[src/rtl/assert_macros.svh]
`ifndef ASSERT_MACROS_SVH
`define ASSERT_MACROS_SVH

// Clocked assertion with an explicit clock and active-low reset.
`define ASSERT_CLKED(lbl, clk, rstn, prop, msg) \
  lbl: assert property (@(posedge clk) disable iff (!rstn) prop) else $error(msg);

// Assertion on the block's own clock and reset.
`define RCM_ASSERT(lbl, prop, msg) `ASSERT_CLKED(lbl, clk_i, rst_ni, prop, msg)

`endif

[src/rtl/rcm_pkg.sv]
package rcm_pkg;

  localparam int unsigned ADC_BITS   = 12;
  localparam int unsigned MA_W       = 17;
  localparam int unsigned GAIN_W     = 24;
  localparam int unsigned GAIN_FRAC  = 16;
  localparam int unsigned CFG_IDX_W  = 2;
  localparam int unsigned CFG_DATA_W = 24;

  localparam int unsigned AVG_DEPTH_DEF  = 10;
  localparam int unsigned MAX_WINDOW_DEF = 4096;

  localparam logic [MA_W-1:0]     MA_MAX          = '1;
  localparam logic [ADC_BITS-1:0] ZERO_OFFSET_RST = 12'd2048;
  localparam logic [GAIN_W-1:0]   GAIN_RST        = 24'd1320321;
  localparam logic [MA_W-1:0]     THRESHOLD_RST   = 17'd50;

  typedef enum logic [CFG_IDX_W-1:0] {
    CFG_ZERO_OFFSET = 2'd0,
    CFG_GAIN        = 2'd1,
    CFG_THRESHOLD   = 2'd2
  } rcm_cfg_idx_e;

  typedef struct packed {
    logic take_snap;
    logic div_step;
    logic sqrt_load;
    logic sqrt_step;
    logic mul_load;
    logic sat_load;
    logic avg_update;
    logic avg_scale;
    logic emit;
  } rcm_cmd_t;

  typedef struct packed {
    logic div_last;
    logic sqrt_last;
    logic out_free;
  } rcm_stat_t;

endpackage

[src/rtl/rcm_accum.sv]
module rcm_accum #(
  parameter int unsigned MAX_WINDOW = rcm_pkg::MAX_WINDOW_DEF
) (
  input  logic                                clk_i,
  input  logic                                rst_ni,
  input  logic                                in_valid_i,
  output logic                                in_stall_o,
  input  logic [rcm_pkg::ADC_BITS-1:0]        sample_i,
  input  logic                                window_end_i,
  input  logic [rcm_pkg::ADC_BITS-1:0]        zero_offset_i,
  input  logic                                take_i,
  output logic                                snap_vld_o,
  output logic [2*rcm_pkg::ADC_BITS+$clog2(MAX_WINDOW+1)-1:0] snap_sum_o,
  output logic [$clog2(MAX_WINDOW+1)-1:0]     snap_cnt_o,
  output logic                                snap_full_o
);

  localparam int unsigned CNT_W = $clog2(MAX_WINDOW + 1);
  localparam int unsigned SQ_W  = 2 * rcm_pkg::ADC_BITS;
  localparam int unsigned SUM_W = SQ_W + CNT_W;
  localparam logic [CNT_W-1:0] CNT_LAST = CNT_W'(MAX_WINDOW - 1);

  logic [rcm_pkg::ADC_BITS:0]   diff;
  logic [rcm_pkg::ADC_BITS-1:0] mag;
  logic [SQ_W-1:0]              sq;
  logic                         full_in;
  logic                         closes;
  logic                         accept;
  logic [CNT_W-1:0]             cnt_inc;
  logic [SUM_W-1:0]             sum_add;

  logic [CNT_W-1:0] cnt_q, cnt_d;
  logic             a_vld_q;
  logic             a_close_q;
  logic [SQ_W-1:0]  a_sq_q;
  logic [CNT_W-1:0] a_cnt_q;
  logic             a_full_q;
  logic [SUM_W-1:0] sum_q, sum_d;
  logic             snap_vld_q, snap_vld_d;
  logic [SUM_W-1:0] snap_sum_q;
  logic [CNT_W-1:0] snap_cnt_q;
  logic             snap_full_q;

  assign diff    = {1'b0, sample_i} - {1'b0, zero_offset_i};
  assign mag     = diff[rcm_pkg::ADC_BITS] ? rcm_pkg::ADC_BITS'(-diff)
                                           : diff[rcm_pkg::ADC_BITS-1:0];
  assign sq      = SQ_W'(mag) * SQ_W'(mag);
  assign full_in = (cnt_q == CNT_LAST);
  assign closes  = window_end_i | full_in;
  assign cnt_inc = cnt_q + 1'b1;
  assign sum_add = sum_q + SUM_W'(a_sq_q);

  // hold a closing beat until the snapshot slot is sure to be free
  assign in_stall_o = closes & (a_close_q | snap_vld_q);
  assign accept     = in_valid_i & ~in_stall_o;

  always_comb begin
    cnt_d = cnt_q;
    if (accept) begin
      cnt_d = closes ? '0 : cnt_inc;
    end
  end

  always_comb begin
    sum_d      = sum_q;
    snap_vld_d = snap_vld_q;
    if (take_i) begin
      snap_vld_d = 1'b0;
    end
    if (a_vld_q) begin
      if (a_close_q) begin
        sum_d      = '0;
        snap_vld_d = 1'b1;
      end else begin
        sum_d = sum_add;
      end
    end
  end

  always_ff @(posedge clk_i or negedge rst_ni) begin
    if (!rst_ni) begin
      cnt_q      <= '0;
      a_vld_q    <= 1'b0;
      a_close_q  <= 1'b0;
      sum_q      <= '0;
      snap_vld_q <= 1'b0;
    end else begin
      cnt_q      <= cnt_d;
      a_vld_q    <= accept;
      a_close_q  <= accept & closes;
      sum_q      <= sum_d;
      snap_vld_q <= snap_vld_d;
    end
  end

  always_ff @(posedge clk_i) begin
    if (accept) begin
      a_sq_q   <= sq;
      a_cnt_q  <= cnt_inc;
      a_full_q <= full_in;
    end
    if (a_vld_q && a_close_q) begin
      snap_sum_q  <= sum_add;
      snap_cnt_q  <= a_cnt_q;
      snap_full_q <= a_full_q;
    end
  end

  assign snap_vld_o  = snap_vld_q;
  assign snap_sum_o  = snap_sum_q;
  assign snap_cnt_o  = snap_cnt_q;
  assign snap_full_o = snap_full_q;

endmodule

[src/rtl/rcm_ctrl.sv]
module rcm_ctrl (
  input  logic               clk_i,
  input  logic               rst_ni,
  input  logic               snap_vld_i,
  input  rcm_pkg::rcm_stat_t stat_i,
  output rcm_pkg::rcm_cmd_t  cmd_o
);

  typedef enum logic [8:0] {
    S_IDLE  = 9'b000000001,
    S_DMEAN = 9'b000000010,
    S_SQLD  = 9'b000000100,
    S_SQRT  = 9'b000001000,
    S_MUL   = 9'b000010000,
    S_SAT   = 9'b000100000,
    S_AVG   = 9'b001000000,
    S_DAVG  = 9'b010000000,
    S_EMIT  = 9'b100000000
  } rcm_state_e;

  rcm_state_e state_q, state_d;

  always_comb begin
    cmd_o   = '0;
    state_d = state_q;
    case (state_q)
      S_IDLE: begin
        if (snap_vld_i) begin
          cmd_o.take_snap = 1'b1;
          state_d         = S_DMEAN;
        end
      end
      S_DMEAN: begin
        cmd_o.div_step = 1'b1;
        if (stat_i.div_last) begin
          state_d = S_SQLD;
        end
      end
      S_SQLD: begin
        cmd_o.sqrt_load = 1'b1;
        state_d         = S_SQRT;
      end
      S_SQRT: begin
        cmd_o.sqrt_step = 1'b1;
        if (stat_i.sqrt_last) begin
          state_d = S_MUL;
        end
      end
      S_MUL: begin
        cmd_o.mul_load = 1'b1;
        state_d        = S_SAT;
      end
      S_SAT: begin
        cmd_o.sat_load = 1'b1;
        state_d        = S_AVG;
      end
      S_AVG: begin
        cmd_o.avg_update = 1'b1;
        state_d          = S_DAVG;
      end
      S_DAVG: begin
        cmd_o.avg_scale = 1'b1;
        state_d         = S_EMIT;
      end
      S_EMIT: begin
        if (stat_i.out_free) begin
          cmd_o.emit = 1'b1;
          state_d    = S_IDLE;
        end
      end
      default: begin
        state_d = S_IDLE;
      end
    endcase
  end

  always_ff @(posedge clk_i or negedge rst_ni) begin
    if (!rst_ni) begin
      state_q <= S_IDLE;
    end else begin
      state_q <= state_d;
    end
  end

endmodule

[src/rtl/rcm_dpath.sv]
module rcm_dpath #(
  parameter int unsigned AVG_DEPTH  = rcm_pkg::AVG_DEPTH_DEF,
  parameter int unsigned MAX_WINDOW = rcm_pkg::MAX_WINDOW_DEF
) (
  input  logic                                clk_i,
  input  logic                                rst_ni,
  input  rcm_pkg::rcm_cmd_t                   cmd_i,
  output rcm_pkg::rcm_stat_t                  stat_o,
  input  logic [2*rcm_pkg::ADC_BITS+$clog2(MAX_WINDOW+1)-1:0] snap_sum_i,
  input  logic [$clog2(MAX_WINDOW+1)-1:0]     snap_cnt_i,
  input  logic                                snap_full_i,
  input  logic [rcm_pkg::GAIN_W-1:0]          gain_i,
  input  logic [rcm_pkg::MA_W-1:0]            threshold_i,
  output logic                                out_valid_o,
  input  logic                                out_stall_i,
  output logic [rcm_pkg::ADC_BITS-1:0]        rms_counts_o,
  output logic [rcm_pkg::MA_W-1:0]            current_ma_o,
  output logic [rcm_pkg::MA_W-1:0]            average_ma_o,
  output logic [rcm_pkg::MA_W-1:0]            final_ma_o,
  output logic                                window_full_o
);

  localparam int unsigned AB     = rcm_pkg::ADC_BITS;
  localparam int unsigned MA_W   = rcm_pkg::MA_W;
  localparam int unsigned CNT_W  = $clog2(MAX_WINDOW + 1);
  localparam int unsigned SQ_W   = 2 * AB;
  localparam int unsigned DIV_W  = SQ_W + CNT_W;
  localparam int unsigned DVS_W  = CNT_W;
  localparam int unsigned STEP_W = $clog2(DIV_W + 1);
  localparam int unsigned TOT_W  = MA_W + $clog2(AVG_DEPTH);
  localparam int unsigned SLOT_W = (AVG_DEPTH > 1) ? $clog2(AVG_DEPTH) : 1;
  localparam int unsigned SR_W   = AB + 2;
  localparam int unsigned SC_W   = $clog2(AB);
  localparam int unsigned PROD_W = AB + rcm_pkg::GAIN_W;
  localparam int unsigned SCL_W  = PROD_W - rcm_pkg::GAIN_FRAC;
  localparam logic [SLOT_W-1:0] SLOT_LAST = SLOT_W'(AVG_DEPTH - 1);
  // floor(total / AVG_DEPTH) as a multiply by a rounded-up reciprocal
  localparam int unsigned RCP_SH = TOT_W + $clog2(AVG_DEPTH);
  localparam int unsigned RCP_W  = TOT_W + 2;
  localparam int unsigned APR_W  = TOT_W + RCP_W;
  localparam logic [RCP_W-1:0] RCP_MUL =
    RCP_W'(((64'd1 << RCP_SH) + 64'(AVG_DEPTH) - 64'd1) / 64'(AVG_DEPTH));

  // divider
  logic [DIV_W-1:0]  quo_q, quo_d;
  logic [DVS_W-1:0]  rem_q, rem_d;
  logic [DVS_W-1:0]  dvs_q, dvs_d;
  logic [STEP_W-1:0] dcnt_q, dcnt_d;
  logic [DVS_W:0]    rem_sh;
  logic [DVS_W+1:0]  div_trial;
  logic              full_q;

  // square root
  logic [SQ_W-1:0] sq_in_q;
  logic [SR_W-1:0] srem_q;
  logic [AB-1:0]   root_q;
  logic [SC_W-1:0] scnt_q;
  logic [SR_W+1:0] srem_sh;
  logic [SR_W+1:0] sq_trial;

  // scaling and averaging
  logic [PROD_W-1:0]  prod_q;
  logic [SCL_W-1:0]   scaled;
  logic [MA_W-1:0]    cur_q;
  logic [MA_W-1:0]    hist_mem [AVG_DEPTH];
  logic [MA_W-1:0]    hist_rd_q;
  logic [MA_W-1:0]    old_val;
  logic [SLOT_W-1:0]  slot_q;
  logic               wrap_q;
  logic [TOT_W-1:0]   total_q, total_d;
  logic [APR_W-1:0]   avg_prod;
  logic [MA_W-1:0]    avg_q;
  logic [MA_W-1:0]    avg_val;

  // result register
  logic            out_valid_q;
  logic            out_free;
  logic [AB-1:0]   rms_out_q;
  logic [MA_W-1:0] cur_out_q;
  logic [MA_W-1:0] avg_out_q;
  logic [MA_W-1:0] fin_out_q;
  logic            full_out_q;

  assign rem_sh    = {rem_q, quo_q[DIV_W-1]};
  assign div_trial = {1'b0, rem_sh} - {2'b00, dvs_q};

  assign old_val = wrap_q ? hist_rd_q : '0;
  assign total_d = total_q - TOT_W'(old_val) + TOT_W'(cur_q);

  always_comb begin
    quo_d  = quo_q;
    rem_d  = rem_q;
    dvs_d  = dvs_q;
    dcnt_d = dcnt_q;
    if (cmd_i.take_snap) begin
      quo_d  = snap_sum_i;
      rem_d  = '0;
      dvs_d  = DVS_W'(snap_cnt_i);
      dcnt_d = STEP_W'(DIV_W - 1);
    end else if (cmd_i.div_step) begin
      dcnt_d = dcnt_q - 1'b1;
      if (div_trial[DVS_W+1]) begin
        rem_d = rem_sh[DVS_W-1:0];
        quo_d = {quo_q[DIV_W-2:0], 1'b0};
      end else begin
        rem_d = div_trial[DVS_W-1:0];
        quo_d = {quo_q[DIV_W-2:0], 1'b1};
      end
    end
  end

  always_ff @(posedge clk_i) begin
    quo_q  <= quo_d;
    rem_q  <= rem_d;
    dvs_q  <= dvs_d;
    dcnt_q <= dcnt_d;
    if (cmd_i.take_snap) begin
      full_q <= snap_full_i;
    end
  end

  assign srem_sh  = {srem_q, sq_in_q[SQ_W-1:SQ_W-2]};
  assign sq_trial = (SR_W + 2)'({root_q, 2'b01});

  always_ff @(posedge clk_i) begin
    if (cmd_i.sqrt_load) begin
      sq_in_q <= quo_q[SQ_W-1:0];
      srem_q  <= '0;
      root_q  <= '0;
      scnt_q  <= SC_W'(AB - 1);
    end else if (cmd_i.sqrt_step) begin
      sq_in_q <= {sq_in_q[SQ_W-3:0], 2'b00};
      scnt_q  <= scnt_q - 1'b1;
      if (srem_sh >= sq_trial) begin
        srem_q <= SR_W'(srem_sh - sq_trial);
        root_q <= {root_q[AB-2:0], 1'b1};
      end else begin
        srem_q <= SR_W'(srem_sh);
        root_q <= {root_q[AB-2:0], 1'b0};
      end
    end
  end

  assign scaled = prod_q[PROD_W-1:rcm_pkg::GAIN_FRAC];

  always_ff @(posedge clk_i) begin
    if (cmd_i.mul_load) begin
      prod_q <= PROD_W'(root_q) * PROD_W'(gain_i);
    end
    if (cmd_i.sat_load) begin
      cur_q <= (|scaled[SCL_W-1:MA_W]) ? rcm_pkg::MA_MAX : scaled[MA_W-1:0];
    end
  end

  always_ff @(posedge clk_i) begin
    if (cmd_i.sat_load) begin
      hist_rd_q <= hist_mem[slot_q];
    end
    if (cmd_i.avg_update) begin
      hist_mem[slot_q] <= cur_q;
    end
  end

  always_ff @(posedge clk_i or negedge rst_ni) begin
    if (!rst_ni) begin
      slot_q  <= '0;
      wrap_q  <= 1'b0;
      total_q <= '0;
    end else if (cmd_i.avg_update) begin
      total_q <= total_d;
      if (slot_q == SLOT_LAST) begin
        slot_q <= '0;
        wrap_q <= 1'b1;
      end else begin
        slot_q <= slot_q + 1'b1;
      end
    end
  end

  assign avg_prod = APR_W'(total_q) * APR_W'(RCP_MUL);

  always_ff @(posedge clk_i) begin
    if (cmd_i.avg_scale) begin
      avg_q <= avg_prod[RCP_SH +: MA_W];
    end
  end

  assign avg_val  = avg_q;
  assign out_free = ~out_valid_q | ~out_stall_i;

  always_ff @(posedge clk_i or negedge rst_ni) begin
    if (!rst_ni) begin
      out_valid_q <= 1'b0;
    end else if (cmd_i.emit) begin
      out_valid_q <= 1'b1;
    end else if (!out_stall_i) begin
      out_valid_q <= 1'b0;
    end
  end

  always_ff @(posedge clk_i) begin
    if (cmd_i.emit) begin
      rms_out_q  <= root_q;
      cur_out_q  <= cur_q;
      avg_out_q  <= avg_val;
      fin_out_q  <= (avg_val < threshold_i) ? '0 : avg_val;
      full_out_q <= full_q;
    end
  end

  assign stat_o.div_last  = (dcnt_q == '0);
  assign stat_o.sqrt_last = (scnt_q == '0);
  assign stat_o.out_free  = out_free;

  assign out_valid_o   = out_valid_q;
  assign rms_counts_o  = rms_out_q;
  assign current_ma_o  = cur_out_q;
  assign average_ma_o  = avg_out_q;
  assign final_ma_o    = fin_out_q;
  assign window_full_o = full_out_q;

endmodule

[src/rtl/rms_current_meter.sv]
// Windowed true-RMS current meter with a moving average of window results.
//
// Input channel: one 12-bit ADC sample and a window_end flag per beat, taken
// when in_valid_i is high and in_stall_o is low. Plain samples are taken every
// cycle. A beat that closes a window (window_end set, or the window reaching
// MAX_WINDOW samples) is stalled while the previous window still sits in the
// snapshot register waiting for the back end.
// Output channel: one beat per closed window, held while out_stall_i is high.
// The serial divider for the mean (one quotient bit per cycle) and the
// two-bit-per-cycle square root set the latency to out_valid_o, the average
// is a single reciprocal multiply. The back end works on one window at a
// time; the next closed window waits in the snapshot register meanwhile.
// A stalled result holds the back end; samples keep accumulating meanwhile.
// Configuration: cfg_we_i writes cfg_wdata_i to register cfg_idx_i
// (0 zero offset, 1 Q16 gain, 2 activity threshold); other indexes are ignored.
// Reset (rst_ni low, asynchronous) clears the window, the average history and
// the pending result, and loads the default register values.
`include "assert_macros.svh"

module rms_current_meter #(
  parameter int unsigned AVG_DEPTH  = rcm_pkg::AVG_DEPTH_DEF,
  parameter int unsigned MAX_WINDOW = rcm_pkg::MAX_WINDOW_DEF
) (
  input  logic                             clk_i,
  input  logic                             rst_ni,
  input  logic                             in_valid_i,
  output logic                             in_stall_o,
  input  logic [rcm_pkg::ADC_BITS-1:0]     sample_i,
  input  logic                             window_end_i,
  input  logic                             cfg_we_i,
  input  logic [rcm_pkg::CFG_IDX_W-1:0]    cfg_idx_i,
  input  logic [rcm_pkg::CFG_DATA_W-1:0]   cfg_wdata_i,
  output logic                             out_valid_o,
  input  logic                             out_stall_i,
  output logic [rcm_pkg::ADC_BITS-1:0]     rms_counts_o,
  output logic [rcm_pkg::MA_W-1:0]         current_ma_o,
  output logic [rcm_pkg::MA_W-1:0]         average_ma_o,
  output logic [rcm_pkg::MA_W-1:0]         final_ma_o,
  output logic                             window_full_o
);

  localparam int unsigned CNT_W = $clog2(MAX_WINDOW + 1);
  localparam int unsigned SUM_W = 2 * rcm_pkg::ADC_BITS + CNT_W;

  logic [rcm_pkg::ADC_BITS-1:0] zero_offset_q;
  logic [rcm_pkg::GAIN_W-1:0]   gain_q;
  logic [rcm_pkg::MA_W-1:0]     threshold_q;

  logic               snap_vld;
  logic [SUM_W-1:0]   snap_sum;
  logic [CNT_W-1:0]   snap_cnt;
  logic               snap_full;
  rcm_pkg::rcm_cmd_t  cmd;
  rcm_pkg::rcm_stat_t stat;

  always_ff @(posedge clk_i or negedge rst_ni) begin
    if (!rst_ni) begin
      zero_offset_q <= rcm_pkg::ZERO_OFFSET_RST;
      gain_q        <= rcm_pkg::GAIN_RST;
      threshold_q   <= rcm_pkg::THRESHOLD_RST;
    end else if (cfg_we_i) begin
      case (cfg_idx_i)
        rcm_pkg::CFG_ZERO_OFFSET: zero_offset_q <= cfg_wdata_i[rcm_pkg::ADC_BITS-1:0];
        rcm_pkg::CFG_GAIN:        gain_q        <= cfg_wdata_i[rcm_pkg::GAIN_W-1:0];
        rcm_pkg::CFG_THRESHOLD:   threshold_q   <= cfg_wdata_i[rcm_pkg::MA_W-1:0];
        default: begin
        end
      endcase
    end
  end

  rcm_accum #(
    .MAX_WINDOW (MAX_WINDOW)
  ) u_accum (
    .clk_i         (clk_i),
    .rst_ni        (rst_ni),
    .in_valid_i    (in_valid_i),
    .in_stall_o    (in_stall_o),
    .sample_i      (sample_i),
    .window_end_i  (window_end_i),
    .zero_offset_i (zero_offset_q),
    .take_i        (cmd.take_snap),
    .snap_vld_o    (snap_vld),
    .snap_sum_o    (snap_sum),
    .snap_cnt_o    (snap_cnt),
    .snap_full_o   (snap_full)
  );

  rcm_ctrl u_ctrl (
    .clk_i      (clk_i),
    .rst_ni     (rst_ni),
    .snap_vld_i (snap_vld),
    .stat_i     (stat),
    .cmd_o      (cmd)
  );

  rcm_dpath #(
    .AVG_DEPTH  (AVG_DEPTH),
    .MAX_WINDOW (MAX_WINDOW)
  ) u_dpath (
    .clk_i         (clk_i),
    .rst_ni        (rst_ni),
    .cmd_i         (cmd),
    .stat_o        (stat),
    .snap_sum_i    (snap_sum),
    .snap_cnt_i    (snap_cnt),
    .snap_full_i   (snap_full),
    .gain_i        (gain_q),
    .threshold_i   (threshold_q),
    .out_valid_o   (out_valid_o),
    .out_stall_i   (out_stall_i),
    .rms_counts_o  (rms_counts_o),
    .current_ma_o  (current_ma_o),
    .average_ma_o  (average_ma_o),
    .final_ma_o    (final_ma_o),
    .window_full_o (window_full_o)
  );

  `RCM_ASSERT(a_take_needs_snap, cmd.take_snap |-> snap_vld, "snapshot taken while empty")
  `RCM_ASSERT(a_emit_when_free, cmd.emit |-> (!out_valid_o || !out_stall_i), "result overwritten")
  `RCM_ASSERT(a_emit_then_idle, cmd.emit |=> !cmd.emit, "result emitted twice")
  `RCM_ASSERT(a_final_gated, out_valid_o |-> (final_ma_o == '0 || final_ma_o == average_ma_o), "final_ma mismatch")

endmodule

[config.mk]
export PLATFORM = sky130hd
export DESIGN_NAME = rms_current_meter
export DESIGN_NICKNAME = d
export VERILOG_FILES = /design/src/rtl/rcm_pkg.sv /design/src/rtl/rcm_accum.sv /design/src/rtl/rcm_ctrl.sv /design/src/rtl/rcm_dpath.sv /design/src/rtl/rms_current_meter.sv
export VERILOG_INCLUDE_DIRS = /design/src /design/src/rtl
export SDC_FILE = /design/constraint.sdc
export NUM_CORES = 2
export LEC_CHECK = 0
export BUFFER_PORTS_ARGS = -buffer_cell sky130_fd_sc_hd__buf_2
export CAP_MARGIN = 20
export CORE_MARGIN = 1
export CORE_UTILIZATION = 35
export DETAILED_ROUTE_END_ITERATION = 12
export PLACE_DENSITY_LB_ADDON = 0.25
export REMOVE_ABC_BUFFERS = 1
export SLEW_MARGIN = 20
export SYNTH_ARGS = -nofsm -noshare
export SYNTH_HDL_FRONTEND = slang
export SYNTH_SLANG_ARGS = --single-unit
export TNS_END_PERCENT = 20
[constraint.sdc]
create_clock -name clk_i -period 7.9 [get_ports clk_i]
set_input_delay 0.79 -clock clk_i [delete_from_list [all_inputs] [get_ports clk_i]]
set_output_delay 0.79 -clock clk_i [all_outputs]
set_load 0.01 [all_outputs]
==> flow_metrics.py <==
metrics = {
    "status": {
        "outcome": "completed",
    },
    "synthesis": {
        "synth.area.top_cells": "edfxtp_1 (29%), fa_1 (19%), ha_1 (11%), dfrtp_1 (6.7%), inv_1 (5.8%)",
        "synth_top_area_share_pct": 28.9,
        "seq_area_frac_synth_pct": 38.3,
        "ys.flop_type": "edfxtp_1",
        "synth_area_mm2": 0.0486,
        "synth-seq-cells": 659,
        "syn_inst": 4370,
        "ys_async_sr_fraction_pct": 21.5,
        "ys_types": 93,
        "yosys_warnings": 0,
        "synth-edff-count": 468,
        "synth_top_cell_by_area": "edfxtp_1",
        "avgSynthCellArea_um2": 11.1,
    },
    "clock_tree": {
        "htree_levels": 3,
        "worstSkewPairLatency_ns": 0.68,
        "cts_max_path_buffers": 3,
        "clockRootBuffer": "clkbuf_16",
        "clk_pin_slew_ns": 0.06,
        "cts-buffers-inserted": 80,
        "clock_sinks": 659,
        "cts_tree": "yes",
    },
    "sta": {
        "max_freq_ghz": 0.134,
        "hold_viol_final": 0,
        "worst-slew-pin-transition_ns": 1.14,
        "slew_headroom_pct": 23.9,
        "skew_ns": 0.0443,
        "maxSlewViolCount": 0,
        "period_share_pct": 94.3,
        "fin_crit_ns": 7.45,
        "setup-tns-final_ns": 0,
        "setup_viol": 0,
        "fin_hold_ws_ns": 0.357,
        "rsz0062_at_grt": "false",
    },
    "placement": {
        "routabilityCongestion": 0.899,
        "place_inst": 6281,
        "portBuffers": 109,
        "dp.final_hpwl_mm": 85.2,
    },
    "die": {
        "die-area_mm2": 0.140,
        "fp-row-count": 136,
        "dieHeight_um": 375,
        "pin_count": 110,
        "core_mm2": 0.138,
        "die_w_um": 375,
        "initial_core_util_pct": 35.3,
    },
    "flow_run": {
        "cap_violations": 0,
    },
    "global_route": {
        "grt_remaining_overflow": 0,
        "grt_pass1_vias": 32176,
        "grtUsageTotal_pct": 16.7,
        "antenna_found_initial": 4,
        "grt_pass1_wl_mm": 183,
        "grt_max_degree": 59,
    },
    "routing": {
        "viasPerCell": 4.83,
        "routed_wl_mm": 114,
        "drc_errors": 0,
        "vias": 31080,
        "drt-pass1-iter-count": 5,
        "wire_per_inst_um": 17.7,
        "ant_nets": 0,
        "drtIter0Drc": 1667,
    },
    "critical_path": {
        "slowest_stage": "fa_1",
        "crit_type": "in2reg",
        "crit_arrival_ns": 7.86,
        "cp_top_family": "adder cells",
        "start_kind": "input pin",
        "cp_max_fo": 6,
        "cp.buffers_inverters": 8,
        "critPathMaxStageDelay_ns": 0.55,
        "critPathRequiredTime_ns": 8.31,
        "critPathCaptureType": "register",
    },
    "hold_path": {
        "hold_class": "in2reg",
    },
    "cells_and_area": {
        "layout.cells.non_filler": 6431,
        "area_growth_syn_to_layout_pct": 12.6,
        "num-fill-cells": 13294,
        "n_antenna_cell": 0,
        "nNetsFinal": 5512,
        "drive_above_1_share_pct": 11.6,
    },
}
flip-flops by register name (all words and copies together) (netlist names), 13 cells and up:
name                  flops
u_accum.snap_cnt_o       13
u_dpath.rem_q            13
u_accum.a_sq_q           23
u_dpath.cur_q            17
u_dpath.srem_q           14
gain_q                   24
u_dpath.quo_q            37
u_dpath.prod_q           20
threshold_q              17
u_accum.a_cnt_q          13
u_dpath.sq_in_q          24
u_dpath.avg_q            17
u_dpath.average_ma_o     17
u_dpath.hist_mem        170
u_dpath.final_ma_o       17
u_dpath.hist_rd_q        17
u_accum.cnt_q            13
u_accum.sum_q            37
u_dpath.current_ma_o     17
u_dpath.total_q          21
u_accum.snap_sum_o       37
u_dpath.dvs_q            13
layer usage:
| layer | share of wire [%] | global-route usage, % | up-vias |
|---|---|---|---|
| met4 | 1.6 | 3.80 | 2 |
| met5 | 0.15 | 0.858 | - |
| met3 | 5.9 | 3.48 | 117 |
| met1 | 47 | 23.3 | 15446 |
| li1 | - | - | 14922 |
| met2 | 45 | 26.4 | 593 |
path summary, 6_finish.rpt:
check / startpoint / end / slack, ns / depth (start not counted)
worst min-delay path: cfg_wdata_i[17] / gain_q[17] / 0.36 / 2
worst max-delay path: sample_i[0] / u_accum.a_sq_q[21] / 0.45 / 31
min in group asynchronous: rst_ni / u_accum.a_vld_q / 0.61 / 2
worst max register to register: zero_offset_q[0] / u_accum.a_sq_q[21] / 0.50 / 29
worst min register to register: u_accum.snap_cnt_o[12] / u_dpath.dvs_q[12] / 0.40 / 0
max in group asynchronous: rst_ni / gain_q[19] / 6.06 / 3
what timing repair did:
action | in CTS | in global routing
endpoints found under the setup margin | 0 | 4
endpoints found under the hold margin | 5 | 0
gates resized for setup | 0 | 6
setup buffers | 0 | 1
hold buffers | 1 | 0
per-stage QoR:
| stage | utilization [%] | cell area, µm² | setup WS (ns) |
|---|---|---|---|
| floorplan | - | 48000 | -0.432 |
| global placement | 37.8 | 52000 | -0.305 |
| detailed placement | 37.8 | 52000 | -0.393 |
| CTS | 39.7 | 54600 | 0.376 |
| global route | 39.7 | 54700 | 0.00615 |
| finish | 39.7 | 54700 | 0.449 |
layout make-up:
cell class,instances,area [µm²],area share [%]
clock buffers,98,2110,3.86
flip-flops and latches,659,18600,34.0
inverters,754,2830,5.17
well taps,1794,2240,4.10
clock inverters,48,528,0.965
repair buffers,254,1650,3.02
multi-input cells,2824,26700,48.9
worst register-to-register path, delay by kind of cell, from the launching register on:
kind                     cells  cell delay (ns)
adder cells (fa/ha/maj)      8             3.47
AND/OR/NAND/NOR              3             0.45
XOR/XNOR                     3             0.36
buffers and inverters        6             0.45
flip-flops                   1             0.36
AO/OA/AOI/OAI                9             2.05
logic make-up after synthesis:
group | after synthesis | share of synthesized area (%)
and+or+nand+nor | 1131 | 11.0
adders and majority gates | 895 | 30.3
buffers and inverters | 887 | 6.92
DFF | 659 | 38.3
AOI/OAI and AO/OA | 525 | 7.26
xor gates and xnor gates | 166 | 3.08
muxes | 107 | 3.20
synthesized netlist by cell type, types with 9 or more instances:
cell	number
o21ai_0	106
xor2_1	58
a211o_1	10
o31ai_1	24
o21a_1	21
a21oi_1	124
a211oi_1	24
a21o_1	60
nor3_1	62
nor3b_1	26
a31oi_1	9
nor2_1	152
or3_1	12
nor4_1	11
dfrtp_1	130
nand2b_1	46
dfstp_2	12
nand2_1	527
and2_1	108
mux2i_1	28
edfxtp_1	468
mux4_2	34
a22o_1	19
dfxtp_1	49
nand3_1	55
inv_1	745
and3_1	25
mux2_2	45
ha_1	428
fa_1	467
clkbuf_1	120
nor2b_1	49
nand4_1	19
a31o_2	9
o22ai_1	17
xnor2_1	104
o211ai_1	10
o21bai_1	12
cell usage in the layout (no fill, tap or decap), types with 25 or more instances in the layout:
cell type,netlist,final
xor2_1,58,58
nand2_1,527,526
inv_1,745,743
and3_1,25,25
nor2b_1,49,49
mux4_2,34,34
nand3_1,55,55
nor2_1,152,149
buf_4,1,142
xnor2_1,104,103
edfxtp_1,468,468
nand2b_1,46,46
clkbuf_16,0,81
fa_1,467,467
mux2i_1,28,28
o21ai_0,106,106
and2_1,108,108
a21oi_1,124,123
nor3_1,62,57
ha_1,428,428
dfrtp_1,130,128
buf_2,4,108
dfxtp_1,49,48
mux2_2,45,45
a21o_1,60,60
Power is not shown: default switching activity piles up to over one toggle a cycle in this logic, so the estimate is an artifact.
